$ cat src/hdl/plae_pkg.sv
// shared types, constants and lookup functions of the logical address encoder
package plae_pkg;

	// register indexes of the configuration port
	localparam logic REG_FORMAT   = 1'b0;
	localparam logic REG_CAPACITY = 1'b1;

	// target formats
	localparam logic FMT_LEVEL = 1'b0;
	localparam logic FMT_TYPED = 1'b1;

	// result status codes
	typedef enum logic [1:0] {
		ST_OK   = 2'd0,
		ST_BAD  = 2'd1,
		ST_CAP  = 2'd2,
		ST_TYPE = 2'd3
	} status_t;

	// data file kinds
	localparam logic [4:0] KIND_UNKNOWN = 5'd0;
	localparam logic [4:0] KIND_A       = 5'd1;
	localparam logic [4:0] KIND_B       = 5'd2;
	localparam logic [4:0] KIND_BT      = 5'd3;
	localparam logic [4:0] KIND_C       = 5'd4;
	localparam logic [4:0] KIND_D       = 5'd5;
	localparam logic [4:0] KIND_F       = 5'd6;
	localparam logic [4:0] KIND_I       = 5'd7;
	localparam logic [4:0] KIND_O       = 5'd8;
	localparam logic [4:0] KIND_MG      = 5'd9;
	localparam logic [4:0] KIND_N       = 5'd10;
	localparam logic [4:0] KIND_PD      = 5'd11;
	localparam logic [4:0] KIND_R       = 5'd12;
	localparam logic [4:0] KIND_S       = 5'd13;
	localparam logic [4:0] KIND_SC      = 5'd14;
	localparam logic [4:0] KIND_ST      = 5'd15;
	localparam logic [4:0] KIND_T       = 5'd16;

	localparam int          NUM_W            = 20;
	localparam logic [19:0] NUM_LIMIT        = 20'd65535;
	localparam logic [19:0] NUM_ONE_BYTE_MAX = 20'd254;
	localparam logic [7:0]  NUM_ESC          = 8'hff;
	localparam logic [7:0]  FLAG_LEVEL       = 8'h06;
	localparam logic [7:0]  FLAG_LEVEL_SUB   = 8'h0e;
	localparam logic [7:0]  MIN_CAPACITY     = 8'd10;

	// one parsed address handed from the parser to the serializer
	typedef struct packed {
		status_t           status;
		logic [4:0]        kind;
		logic              fmt;
		logic              has_sub;
		logic [NUM_W-1:0]  file_no;
		logic [NUM_W-1:0]  elem_no;
		logic [NUM_W-1:0]  sub_num;
	} job_t;

	// mnemonic table entry, text holds the first character in the low byte
	typedef struct packed {
		logic [4:0]  kind;
		logic [3:0]  len;
		logic [31:0] text;
		logic [7:0]  value;
	} mnem_entry_t;

	localparam int MNEM_ENTRIES = 27;

	localparam mnem_entry_t MNEM_TABLE [MNEM_ENTRIES] = '{
		'{KIND_BT, 4'd3, {8'h00, "n", "o", "c"}, 8'd0},
		'{KIND_BT, 4'd4, {"n", "e", "l", "r"},   8'd1},
		'{KIND_BT, 4'd4, {"n", "e", "l", "d"},   8'd2},
		'{KIND_BT, 4'd2, {16'h0000, "f", "d"},   8'd3},
		'{KIND_BT, 4'd4, {"m", "e", "l", "e"},   8'd4},
		'{KIND_BT, 4'd3, {8'h00, "s", "g", "r"}, 8'd5},
		'{KIND_C,  4'd3, {8'h00, "n", "o", "c"}, 8'd0},
		'{KIND_C,  4'd3, {8'h00, "e", "r", "p"}, 8'd1},
		'{KIND_C,  4'd3, {8'h00, "c", "c", "a"}, 8'd2},
		'{KIND_T,  4'd3, {8'h00, "n", "o", "c"}, 8'd0},
		'{KIND_T,  4'd3, {8'h00, "e", "r", "p"}, 8'd1},
		'{KIND_T,  4'd3, {8'h00, "c", "c", "a"}, 8'd2},
		'{KIND_R,  4'd3, {8'h00, "n", "o", "c"}, 8'd0},
		'{KIND_R,  4'd3, {8'h00, "n", "e", "l"}, 8'd1},
		'{KIND_R,  4'd3, {8'h00, "s", "o", "p"}, 8'd2},
		'{KIND_PD, 4'd3, {8'h00, "n", "o", "c"}, 8'd0},
		'{KIND_PD, 4'd2, {16'h0000, "p", "s"},   8'd2},
		'{KIND_PD, 4'd2, {16'h0000, "p", "k"},   8'd4},
		'{KIND_PD, 4'd2, {16'h0000, "i", "k"},   8'd6},
		'{KIND_PD, 4'd2, {16'h0000, "d", "k"},   8'd8},
		'{KIND_PD, 4'd2, {16'h0000, "v", "p"},   8'd26},
		'{KIND_MG, 4'd3, {8'h00, "n", "o", "c"}, 8'd0},
		'{KIND_MG, 4'd3, {8'h00, "r", "r", "e"}, 8'd1},
		'{KIND_MG, 4'd4, {"n", "e", "l", "r"},   8'd2},
		'{KIND_MG, 4'd4, {"n", "e", "l", "d"},   8'd3},
		'{KIND_ST, 4'd3, {8'h00, "n", "e", "l"}, 8'd0},
		'{KIND_ST, 4'd4, {"a", "t", "a", "d"},   8'd1}
	};

	function automatic logic [7:0] to_lower(input logic [7:0] c);
		logic [7:0] r;
		r = c;
		if (c >= "A" && c <= "Z") begin
			r = c + 8'd32;
		end
		return r;
	endfunction

	// type code of a file kind, zero where the kind has none
	function automatic logic [7:0] type_code(input logic [4:0] kind);
		logic [7:0] r;
		unique case (kind)
			KIND_A:  r = 8'h8e;
			KIND_B:  r = 8'h85;
			KIND_C:  r = 8'h87;
			KIND_D:  r = 8'h8f;
			KIND_F:  r = 8'h8a;
			KIND_I:  r = 8'h8c;
			KIND_O:  r = 8'h8b;
			KIND_N:  r = 8'h89;
			KIND_R:  r = 8'h88;
			KIND_S:  r = 8'h84;
			KIND_ST: r = 8'h8d;
			KIND_T:  r = 8'h86;
			default: r = 8'h00;
		endcase
		return r;
	endfunction

	// match lowered text against the table, returns {found, value}
	function automatic logic [8:0] mnem_lookup(input logic [4:0] kind, input logic [3:0] len,
			input logic [31:0] chars);
		logic [31:0] masked;
		logic [8:0]  r;
		masked = '0;
		r = '0;
		for (int j = 0; j < 4; j++) begin
			if (4'(j) < len) begin
				masked[j*8 +: 8] = chars[j*8 +: 8];
			end
		end
		for (int i = MNEM_ENTRIES - 1; i >= 0; i--) begin
			if (MNEM_TABLE[i].kind == kind && MNEM_TABLE[i].len == len &&
					MNEM_TABLE[i].text == masked) begin
				r = {1'b1, MNEM_TABLE[i].value};
			end
		end
		return r;
	endfunction

endpackage

$ cat src/hdl/plae_front.sv
// address parser: takes one character per transfer and builds one job per address
module plae_front import plae_pkg::*; #(
	parameter int MNEMONIC_CHARS = 4
) (
	input  logic       clk,
	input  logic       arst_n,
	input  logic [7:0] char_in,
	input  logic       last_char,
	input  logic       accept,
	input  logic       fmt,
	input  logic [7:0] capacity,
	output logic       push,
	output job_t       job
);

	localparam int MLW = $clog2(MNEMONIC_CHARS + 1);
	localparam int MIW = $clog2(MNEMONIC_CHARS);

	typedef enum logic [2:0] {
		PH_TYPE, PH_TYPE2, PH_FILE_FIRST, PH_FILE, PH_ELEM, PH_BIT, PH_MNEM, PH_DONE
	} phase_t;

	phase_t           ph_q, n_ph, f_ph;
	logic [4:0]       kind_q, n_kind, f_kind;
	logic [NUM_W-1:0] file_q, n_file;
	logic [NUM_W-1:0] elem_q, n_elem;
	logic [NUM_W-1:0] sub_q, n_sub, f_sub;
	logic             hs_q, n_hs;
	logic [MLW-1:0]   mlen_q, n_mlen, look_len;
	logic             err_q, n_err, f_err;
	logic [7:0]       mbuf_q [MNEMONIC_CHARS];
	logic [7:0]       bufv [MNEMONIC_CHARS];

	logic [7:0] l;
	logic       dig;
	logic [3:0] dv;
	logic       wr_m;
	logic [8:0] mres;

	function automatic logic [NUM_W-1:0] num10(input logic [NUM_W-1:0] v, input logic [3:0] d);
		return {v[NUM_W-4:0], 3'b000} + {v[NUM_W-2:0], 1'b0} + {{(NUM_W-4){1'b0}}, d};
	endfunction

	assign l   = to_lower(char_in);
	assign dig = (char_in >= "0") && (char_in <= "9");
	assign dv  = char_in[3:0];

	// mnemonic buffer as seen after this character is stored
	assign wr_m     = (ph_q == PH_MNEM) && (char_in != 8'd0) && (mlen_q < MLW'(MNEMONIC_CHARS));
	assign look_len = mlen_q + MLW'(wr_m);

	always_comb begin
		for (int j = 0; j < MNEMONIC_CHARS; j++) begin
			bufv[j] = (wr_m && mlen_q == MLW'(j)) ? l : mbuf_q[j];
		end
	end

	assign mres = mnem_lookup(kind_q, 4'(look_len), {bufv[3], bufv[2], bufv[1], bufv[0]});

	// one parse step on the incoming character
	always_comb begin
		n_ph   = ph_q;
		n_kind = kind_q;
		n_file = file_q;
		n_elem = elem_q;
		n_sub  = sub_q;
		n_hs   = hs_q;
		n_mlen = mlen_q;
		n_err  = err_q;
		unique case (ph_q)
			PH_TYPE: begin
				n_ph = PH_FILE_FIRST;
				unique case (l)
					"a": n_kind = KIND_A;
					"b": begin
						n_kind = KIND_B;
						n_ph = PH_TYPE2;
					end
					"c": n_kind = KIND_C;
					"d": n_kind = KIND_D;
					"f": n_kind = KIND_F;
					"i": n_kind = KIND_I;
					"m": begin
						n_kind = KIND_MG;
						n_ph = PH_TYPE2;
					end
					"n": n_kind = KIND_N;
					"o": n_kind = KIND_O;
					"p": begin
						n_kind = KIND_PD;
						n_ph = PH_TYPE2;
					end
					"r": n_kind = KIND_R;
					"s": begin
						n_kind = KIND_S;
						n_ph = PH_TYPE2;
					end
					"t": n_kind = KIND_T;
					default: begin
						n_kind = KIND_UNKNOWN;
						n_err = 1'b1;
						n_ph = PH_DONE;
					end
				endcase
			end
			PH_TYPE2: begin
				if (kind_q == KIND_B || kind_q == KIND_S) begin
					if (dig) begin
						n_file = {{(NUM_W-4){1'b0}}, dv};
						n_ph = PH_FILE;
					end else if (kind_q == KIND_B && l == "t") begin
						n_kind = KIND_BT;
						n_ph = PH_FILE_FIRST;
					end else if (kind_q == KIND_S && l == "c") begin
						n_kind = KIND_SC;
						n_ph = PH_FILE_FIRST;
					end else if (kind_q == KIND_S && l == "t") begin
						n_kind = KIND_ST;
						n_ph = PH_FILE_FIRST;
					end else begin
						n_kind = KIND_UNKNOWN;
						n_err = 1'b1;
						n_ph = PH_DONE;
					end
				end else if ((kind_q == KIND_MG && l == "g") || (kind_q == KIND_PD && l == "d")) begin
					n_ph = PH_FILE_FIRST;
				end else begin
					n_kind = KIND_UNKNOWN;
					n_err = 1'b1;
					n_ph = PH_DONE;
				end
			end
			PH_FILE_FIRST: begin
				if (dig) begin
					n_file = {{(NUM_W-4){1'b0}}, dv};
					n_ph = PH_FILE;
				end else begin
					n_err = 1'b1;
					n_ph = PH_DONE;
				end
			end
			PH_FILE: begin
				if (dig && file_q < NUM_LIMIT) begin
					n_file = num10(file_q, dv);
				end else if (char_in == ":") begin
					n_ph = PH_ELEM;
				end else begin
					n_err = 1'b1;
					n_ph = PH_DONE;
				end
			end
			PH_ELEM: begin
				if (dig && elem_q < NUM_LIMIT) begin
					n_elem = num10(elem_q, dv);
				end else if (char_in == "/") begin
					n_hs = 1'b1;
					n_sub = '0;
					n_ph = PH_BIT;
				end else if (char_in == ".") begin
					n_hs = 1'b1;
					n_ph = PH_MNEM;
				end else if (char_in == 8'd0) begin
					n_ph = PH_DONE;
				end else begin
					n_err = 1'b1;
					n_ph = PH_DONE;
				end
			end
			PH_BIT: begin
				if (dig && sub_q < NUM_LIMIT) begin
					n_sub = num10(sub_q, dv);
				end else begin
					n_ph = PH_DONE;
				end
			end
			PH_MNEM: begin
				if (char_in == 8'd0) begin
					n_ph = PH_DONE;
					if (mres[8]) begin
						n_sub = {{(NUM_W-8){1'b0}}, mres[7:0]};
					end else begin
						n_err = 1'b1;
					end
				end else if (wr_m) begin
					n_mlen = look_len;
				end else begin
					n_err = 1'b1;
					n_ph = PH_DONE;
				end
			end
			PH_DONE: ;
			default: ;
		endcase
	end

	// end of address: close whatever phase is still open as if a zero byte came
	always_comb begin
		f_ph   = n_ph;
		f_kind = n_kind;
		f_sub  = n_sub;
		f_err  = n_err;
		unique case (n_ph)
			PH_TYPE, PH_TYPE2: begin
				f_kind = KIND_UNKNOWN;
				f_err = 1'b1;
			end
			PH_FILE_FIRST, PH_FILE: f_err = 1'b1;
			PH_MNEM: begin
				if (mres[8]) begin
					f_sub = {{(NUM_W-8){1'b0}}, mres[7:0]};
				end else begin
					f_err = 1'b1;
				end
			end
			default: ;
		endcase
		f_ph = PH_DONE;
	end

	assign push = accept && last_char;

	always_comb begin
		job.kind     = f_kind;
		job.fmt      = fmt;
		job.has_sub  = n_hs;
		job.file_no  = n_file;
		job.elem_no  = n_elem;
		job.sub_num  = f_sub;
		if (f_err && f_ph == PH_DONE) begin
			job.status = ST_BAD;
		end else if (capacity < MIN_CAPACITY) begin
			job.status = ST_CAP;
		end else if (fmt == FMT_TYPED && type_code(f_kind) == 8'h00) begin
			job.status = ST_TYPE;
		end else begin
			job.status = ST_OK;
		end
	end

	always_ff @(posedge clk or negedge arst_n) begin
		if (!arst_n) begin
			ph_q   <= PH_TYPE;
			kind_q <= KIND_UNKNOWN;
			file_q <= '0;
			elem_q <= '0;
			sub_q  <= '0;
			hs_q   <= 1'b0;
			mlen_q <= '0;
			err_q  <= 1'b0;
		end else if (accept) begin
			if (last_char) begin
				ph_q   <= PH_TYPE;
				kind_q <= KIND_UNKNOWN;
				file_q <= '0;
				elem_q <= '0;
				sub_q  <= '0;
				hs_q   <= 1'b0;
				mlen_q <= '0;
				err_q  <= 1'b0;
			end else begin
				ph_q   <= n_ph;
				kind_q <= n_kind;
				file_q <= n_file;
				elem_q <= n_elem;
				sub_q  <= n_sub;
				hs_q   <= n_hs;
				mlen_q <= n_mlen;
				err_q  <= n_err;
			end
		end
	end

	// mnemonic text, stored lowered
	always_ff @(posedge clk) begin
		if (accept && wr_m) begin
			mbuf_q[mlen_q[MIW-1:0]] <= l;
		end
	end

endmodule

$ cat src/hdl/plae_queue.sv
// two-entry job queue between parser and serializer
module plae_queue import plae_pkg::*; (
	input  logic  clk,
	input  logic  arst_n,
	input  logic  push,
	input  job_t  din,
	output logic  full,
	input  logic  pop,
	output job_t  dout,
	output logic  empty
);

	job_t       mem_q [2];
	logic       wr_q;
	logic       rd_q;
	logic [1:0] cnt_q;

	assign full  = (cnt_q == 2'd2);
	assign empty = (cnt_q == 2'd0);
	assign dout  = mem_q[rd_q];

	always_ff @(posedge clk or negedge arst_n) begin
		if (!arst_n) begin
			wr_q  <= 1'b0;
			rd_q  <= 1'b0;
			cnt_q <= 2'd0;
		end else begin
			if (push) begin
				wr_q <= ~wr_q;
			end
			if (pop) begin
				rd_q <= ~rd_q;
			end
			cnt_q <= cnt_q + 2'(push) - 2'(pop);
		end
	end

	always_ff @(posedge clk) begin
		if (push) begin
			mem_q[wr_q] <= din;
		end
	end

endmodule

$ cat src/hdl/plae_back.sv
// serializer: turns one job into its run of encoded bytes
module plae_back import plae_pkg::*; (
	input  logic       clk,
	input  logic       arst_n,
	input  job_t       job,
	input  logic       avail,
	output logic       pop,
	output logic       m_tvalid,
	input  logic       m_tready,
	output logic [7:0] m_tdata,
	output logic [6:0] m_tuser,
	output logic       m_tlast
);

	job_t             cur_q;
	logic             busy_q;
	logic [1:0]       fi_q;
	logic [1:0]       bi_q;
	logic             tvalid_q;
	logic [7:0]       tdata_q;
	logic [6:0]       tuser_q;
	logic             tlast_q;

	logic [NUM_W-1:0] fval;
	logic [1:0]       last_fi;
	logic             big;
	logic             field_end;
	logic             byte_last;
	logic [7:0]       byte_val;
	logic             adv;

	// field sequence: level form flag, file, element, sub if present; typed form file, code, element, sub
	always_comb begin
		fval = '0;
		if (cur_q.fmt == FMT_LEVEL) begin
			unique case (fi_q)
				2'd0: fval = {{(NUM_W-8){1'b0}}, cur_q.has_sub ? FLAG_LEVEL_SUB : FLAG_LEVEL};
				2'd1: fval = cur_q.file_no;
				2'd2: fval = cur_q.elem_no;
				default: fval = cur_q.sub_num;
			endcase
			last_fi = cur_q.has_sub ? 2'd3 : 2'd2;
		end else begin
			unique case (fi_q)
				2'd0: fval = cur_q.file_no;
				2'd1: fval = {{(NUM_W-8){1'b0}}, type_code(cur_q.kind)};
				2'd2: fval = cur_q.elem_no;
				default: fval = cur_q.has_sub ? cur_q.sub_num : '0;
			endcase
			last_fi = 2'd3;
		end
	end

	// a number above 254 goes out as escape, low byte, high byte
	assign big       = fval > NUM_ONE_BYTE_MAX;
	assign field_end = big ? (bi_q == 2'd2) : (bi_q == 2'd0);
	assign byte_last = (cur_q.status != ST_OK) || (field_end && fi_q == last_fi);

	always_comb begin
		if (cur_q.status != ST_OK) begin
			byte_val = 8'h00;
		end else begin
			unique case (bi_q)
				2'd0: byte_val = big ? NUM_ESC : fval[7:0];
				2'd1: byte_val = fval[7:0];
				default: byte_val = fval[15:8];
			endcase
		end
	end

	assign adv = busy_q && (!tvalid_q || m_tready);
	assign pop = avail && (!busy_q || (adv && byte_last));

	always_ff @(posedge clk or negedge arst_n) begin
		if (!arst_n) begin
			busy_q   <= 1'b0;
			fi_q     <= 2'd0;
			bi_q     <= 2'd0;
			tvalid_q <= 1'b0;
		end else begin
			if (adv) begin
				tvalid_q <= 1'b1;
			end else if (m_tready) begin
				tvalid_q <= 1'b0;
			end
			if (pop) begin
				busy_q <= 1'b1;
				fi_q   <= 2'd0;
				bi_q   <= 2'd0;
			end else if (adv) begin
				if (byte_last) begin
					busy_q <= 1'b0;
				end
				if (field_end) begin
					fi_q <= fi_q + 2'd1;
					bi_q <= 2'd0;
				end else begin
					bi_q <= bi_q + 2'd1;
				end
			end
		end
	end

	always_ff @(posedge clk) begin
		if (pop) begin
			cur_q <= job;
		end
		if (adv) begin
			tdata_q <= byte_val;
			tuser_q <= {cur_q.kind, cur_q.status};
			tlast_q <= byte_last;
		end
	end

	assign m_tvalid = tvalid_q;
	assign m_tdata  = tdata_q;
	assign m_tuser  = tuser_q;
	assign m_tlast  = tlast_q;

endmodule

$ cat src/hdl/pccc_logical_address_encoder.sv
// top level of the data-table logical address encoder
//
// channel   dir   handshake           payload
// s_        in    tvalid/tready       tdata char_in, tlast last_char
// m_        out   tvalid/tready       tdata out_byte, tlast out_last, tuser status/kind
// cfg_      in    cfg_we              cfg_index register, cfg_data value
//
// one character is taken per cycle while s_tready is high; the parser hands each finished
// address to a two-entry job queue, so the input keeps flowing while earlier runs drain
// an address leaves as 1 to 10 bytes, one byte per cycle from the serializer while m_tready
// is high; back to back runs follow without a gap
// s_tready drops only while the job queue is full, m_ stalls hold the output register
// reset clears the parse state, the queue and the output valid; registers return to
// level form and a capacity of 12
module pccc_logical_address_encoder import plae_pkg::*; #(
	parameter int MNEMONIC_CHARS = 4
) (
	input  logic       clk,
	input  logic       arst_n,
	input  logic       s_tvalid,
	output logic       s_tready,
	input  logic [7:0] s_tdata,   // [7:0] char_in
	input  logic       s_tlast,
	output logic       m_tvalid,
	input  logic       m_tready,
	output logic [7:0] m_tdata,   // [7:0] out_byte
	output logic [6:0] m_tuser,   // [1:0] status, [6:2] data_file_kind
	output logic       m_tlast,
	input  logic       cfg_we,
	input  logic       cfg_index,
	input  logic [7:0] cfg_data
);

	// configuration registers
	logic       fmt_q;
	logic [7:0] cap_q;

	// parser to queue
	logic s_accept;
	logic push;
	job_t push_job;

	// queue to serializer
	logic q_full;
	logic q_empty;
	logic pop;
	job_t head_job;

	always_ff @(posedge clk or negedge arst_n) begin
		if (!arst_n) begin
			fmt_q <= FMT_LEVEL;
			cap_q <= 8'd12;
		end else if (cfg_we) begin
			unique case (cfg_index)
				REG_FORMAT:   fmt_q <= cfg_data[0];
				REG_CAPACITY: cap_q <= cfg_data;
				default: ;
			endcase
		end
	end

	// input is held off only when no queue slot is free for a finished address
	assign s_tready = !q_full;
	assign s_accept = s_tvalid && s_tready;

	plae_front #(
		.MNEMONIC_CHARS(MNEMONIC_CHARS)
	) u_front (
		.clk      (clk),
		.arst_n   (arst_n),
		.char_in  (s_tdata),
		.last_char(s_tlast),
		.accept   (s_accept),
		.fmt      (fmt_q),
		.capacity (cap_q),
		.push     (push),
		.job      (push_job)
	);

	plae_queue u_queue (
		.clk   (clk),
		.arst_n(arst_n),
		.push  (push),
		.din   (push_job),
		.full  (q_full),
		.pop   (pop),
		.dout  (head_job),
		.empty (q_empty)
	);

	// serializer owns the output register
	plae_back u_back (
		.clk     (clk),
		.arst_n  (arst_n),
		.job     (head_job),
		.avail   (!q_empty),
		.pop     (pop),
		.m_tvalid(m_tvalid),
		.m_tready(m_tready),
		.m_tdata (m_tdata),
		.m_tuser (m_tuser),
		.m_tlast (m_tlast)
	);

endmodule

$ cat config.mk
export PLATFORM = sky130hd
export DESIGN_NAME = pccc_logical_address_encoder
export DESIGN_NICKNAME = d
export VERILOG_FILES = /design/src/hdl/plae_pkg.sv /design/src/hdl/plae_front.sv /design/src/hdl/plae_queue.sv /design/src/hdl/plae_back.sv /design/src/hdl/pccc_logical_address_encoder.sv
export SDC_FILE = /design/constraint.sdc
export NUM_CORES = 1
export LEC_CHECK = 0
export ABC_CLOCK_PERIOD_IN_PS = 22700
export BUFFER_PORTS_ARGS = -buffer_cell sky130_fd_sc_hd__buf_4
export CORE_MARGIN = 2
export CORE_UTILIZATION = 65
export CTS_CLUSTER_DIAMETER = 80
export DETAILED_ROUTE_END_ITERATION = 6
export PLACE_DENSITY = 0.81
export SYNTH_ARGS = -nofsm -noshare
export SYNTH_HDL_FRONTEND = slang
export SYNTH_SLANG_ARGS = --single-unit
$ cat constraint.sdc
create_clock -name clk -period 22.7 [get_ports clk]
set_input_delay 1.135 -clock clk [delete_from_list [all_inputs] [get_ports clk]]
set_output_delay 1.135 -clock clk [all_outputs]
set_load 0.03 [all_outputs]
==> results by stage <==
Clock network:
- After clock tree synthesis, the repair step resized 0 gates.
- CTS placed an instance of clkbuf_16 at the clock tree root.
- The clock sink count is 346.
- TritonCTS built the clock tree.
- After clock tree synthesis, the clock-pin slew on the worst setup and hold paths is 0.06 ns.
- In this run the number of H-tree levels came out at 2.
- The clock reaches the later pin of the worst-skew pair after 0.53 ns.
- The number of buffers created by CTS is 35.
- The clock passes through at most 3 buffers.
- The number of setup buffers added after CTS is 0.
- The total of hold buffers inserted after clock tree synthesis is 0.

Power and ir drop:
- In this run switching power makes up 35.8% of total power.
- Combinational logic burns 29.3% of the power.
- For this design the total switching power over the nets is 0.773 mW.
- The internal portion of the total power is 1.39 mW.
- The maximum vdd drop is 76.5 uV.
- The power per unit of standard cell area is 97.1 mW/mm^2.
- The register share of total power is 43.8%.
- The analysis attributes to cell leakage a power of 8.83 nW.
- The design draws 2.16 mW.
- The relative contribution of the clock network to total power is 27.0%.

Finish:
- The antenna diode instance count is 0.
- At the end of the flow, the number of nets in the layout was 2052.
- The fraction of the core area covered by cells at the end of the flow is 72.2%.
- The count of cells in the finished layout, fillers not included, comes to 2323.
- Relative to the synthesized area, the layout overhead comes to 8.72%.
- Of the cells placed in the final design, the portion with a size suffix greater than 1 is 12.3%.
- The finished cells cover 0.0223 mm^2.

Synth:
- The cell area after technology mapping is 0.0205 mm^2.
- The cell count after synthesis is 1890.
- The post-synthesis area per instance is 10.8 um^2.
- The predominant post-synthesis flop cell is edfxtp_1.
- The flip-flop and latch count after synthesis is 346.
- The number of nets in the synthesized netlist is 2041.
- The number of synthesis warnings is 0.
- The number of enable-type register cells in the synthesized netlist is 255.
- The distinct cell type count of the synthesized netlist is 101.
- The share of the Yosys chip area taken by registers is 48.5%.
- The fraction of registers with async set or reset after synthesis is 26.3%.

Timing:
- Headroom to the max-slew limit came out at 10.6%.
- The fmax is 140 MHz.
- At the pin with the least slew margin, the transition time is 1.32 ns.
- The max-slew violation total from the final report is 0.
- The worst hold slack across all endpoints is 0.480 ns.
- The final-report setup violation count is 0.
- The minimum setup slack in the final design is 15.56 ns.
- Dividing the final minimum period by the clock period gives 31.5%.
- The total negative slack for setup checks is 0 ns.
- The clock arrives with 0.0253 ns of skew.
- The count of endpoints failing hold in the final timing report came to 0.
- The post-route minimum period is 7.14 ns.
- Setup repair after global routing left no endpoint under its margin.

Global route:
- The total overflow left after global routing is 0.
- The number of antenna violations at the first check in global routing is 0.
- The first-pass GRT wire length is 91.1 mm.
- The total routing resource utilization after global routing is 35.8%.
- The number of global-route vias before repair came to 15.7k.
- The maximum number of pins on one net before global-route repair is 70.

Setup path:
- The register-to-register path setup slack is 16.72 ns.
- In this run the worst path has a maximum fanout of 33.
- The type of element launching the critical path is an input pin.
- The setup path with the least slack is of type input pin to flop.
- The worst setup path is captured at a flop.
- Data on the critical path is required at its endpoint by 22.97 ns.
- The startpoint of the worst setup timing path is s_tdata[1].
- The launching point of the worst reg2reg path is u_front.ph_q[0]$_DFFE_PN0P_.
- The data arrival time of the critical path is 7.41 ns.

Place:
- After detailed placement, the design holds a cell count of 2260.
- Port buffering added 40 buffers.
- The setup slack at placement is 15.37 ns.
- Once detailed placement completed, the half-perimeter wirelength came to 41.2 mm.
- The area of placed instances is 0.0211 mm^2.
- The final estimated routing congestion in global placement is 1.02.

Die:
- The placeable core region is 0.0308 mm^2.
- The floorplan step set the die height to 181 um.
- The starting density of the core is 66.4%.
- The number of rows created at floorplan is 64.
- Measured along the x axis, the die boundary spans 181 um.
- In this run the count of I/O pins placed on the die edge is 41.
- The total die area is 0.0329 mm^2.

Worst hold path:
- The type of the tightest min-delay check is flop to flop.
- The launch instance of the worst min-delay path is u_back.cur_q[68]$_DFFE_PP_.

Route:
- The number of iterations in the first detailed-routing pass is 6.
- After the first detailed-routing iteration, the DRC count stood at 2249.
- After detailed routing, the number of remaining DRC violations is 0.
- Once detail routing completed, the nets flagged for antenna violations numbered 0.
- The routed length per instance is 25.3 um.
- Detailed routing inserted a total of 16.5k vias.
- After detailed routing, the total wire length is 58.9 mm.
- The mean number of vias per cell is 7.11.

Outcome:
- The flow ran to the end, and the final reports show no timing, DRC or antenna violations.

Job:
- The total of max-cap violations is 0.
-- Yosys cell counts, types with 41 or more instances --
library cell | n | share of area [%]
a21oi_1 | 90 | 2.2
a22o_1 | 50 | 2.1
clkbuf_1 | 63 | 1.2
dfrtp_1 | 89 | 11
edfxtp_1 | 255 | 37
ha_1 | 122 | 7.5
inv_1 | 59 | 1.1
mux2_2 | 80 | 4.4
nand2_1 | 178 | 3.3
nand3_1 | 41 | 1.0
nor2_1 | 114 | 2.1
nor3_1 | 60 | 1.5
o21ai_0 | 111 | 2.7
-- kinds of logic (layout without fill, tap and decap cells) --
| kind of cell | Yosys count | in the layout | share of synthesized area [%] |
|---|---|---|---|
| AND/OR/NAND/NOR | 604 | 604 | 15.1 |
| AO/OA/AOI/OAI | 516 | 516 | 17.9 |
| adder cells (fa/ha/maj) | 128 | 128 | 8.04 |
| multiplexers | 95 | 95 | 5.20 |
| XOR/XNOR | 57 | 57 | 2.48 |
| flip-flops | 346 | 346 | 48.5 |
| buffers and inverters | 144 | 181 | 2.79 |
-- layout by cell type, fill, tap and decap left out, types with 22 or more instances in the layout --
cell type    n
xnor2_1     32
nor2_1     112
a22oi_1     22
clkbuf_16   35
edfxtp_1   255
dfrtp_1     88
o21ai_0    111
nand2b_1    23
nor2b_1     24
mux2_2      80
nand2_1    177
xor2_1      24
nand4_1     26
a21oi_1     90
inv_1       59
a22o_1      50
nor3_1      60
ha_1       122
a21o_1      24
nand3_1     41
buf_4       56
-- worst paths after layout --
check                      cells after the start                              to
min in group asynchronous                      1      u_back.bi_q[0]$_DFFE_PN0P_
hold / removal                                 0     u_back.m_tuser[1]$_DFFE_PP_
setup reg to reg                              16  u_queue.mem_q[1][13]$_DFFE_PP_
max in group asynchronous                      2   u_front.file_q[1]$_DFFE_PN0P_
hold reg to reg                                0     u_back.m_tuser[1]$_DFFE_PP_
setup / recovery                              18  u_queue.mem_q[1][13]$_DFFE_PP_
-- critical path: stages --
cell and delay (ns):
buf_4 0.22, nor4_1 0.74, nand3_1 0.49, nand2_1 0.31
inv_1 0.07, ha_1 0.20, ha_1 0.24, xnor2_2 0.32
nand2_1 0.43, a2111oi_0 0.71, o221ai_1 0.50, or4_1 0.55
nor4_1 0.35, a211oi_2 0.12, nand2_1 0.12, nor2_2 0.09
o21a_1 0.43, a22o_1 0.35
-- power groups by stage --
stage | clock (mW) | sequential [mW] | combinational [mW]
global placement | 0 | 0.944 | 0.593
global route | 0.607 | 0.953 | 0.670
floorplan | 0 | 0.933 | 0.413
detailed placement | 0 | 0.950 | 0.606
finish | 0.583 | 0.946 | 0.632
CTS | 0.585 | 0.941 | 0.618
-- area by class of cell --
cell class                      count  area, um^2
Inverter                           62         233
Clock inverter                     23         245
Sequential cell                   346        9940
Multi-Input combinational cell   1400       10000
Clock buffer                       40         915
Fill cell                        2060        8580
Timing Repair Buffer               56         420
Tap cell                          396         495
-- routing by layer --
layer  global-route usage (%)  share of wire, %
met2                     58.7                48
met5                        0                 0
met1                     50.5                40
met3                     4.25               8.8
met4                     11.1               3.3
-- registers in the layout (all words and copies together) (netlist names), 2 cells and up --
name            flops
cap_q               7
u_queue.cnt_q       2
u_back.cur_q       69
u_back.fi_q         2
u_front.file_q     20
u_front.elem_q     20
u_back.m_tdata      8
u_back.bi_q         2
u_front.mbuf_q     32
u_front.mlen_q      3
u_front.ph_q        3
u_queue.mem_q     138
u_back.m_tuser      7
u_front.kind_q      5
u_front.sub_q      20
Power figures use the tool's default switching activity.
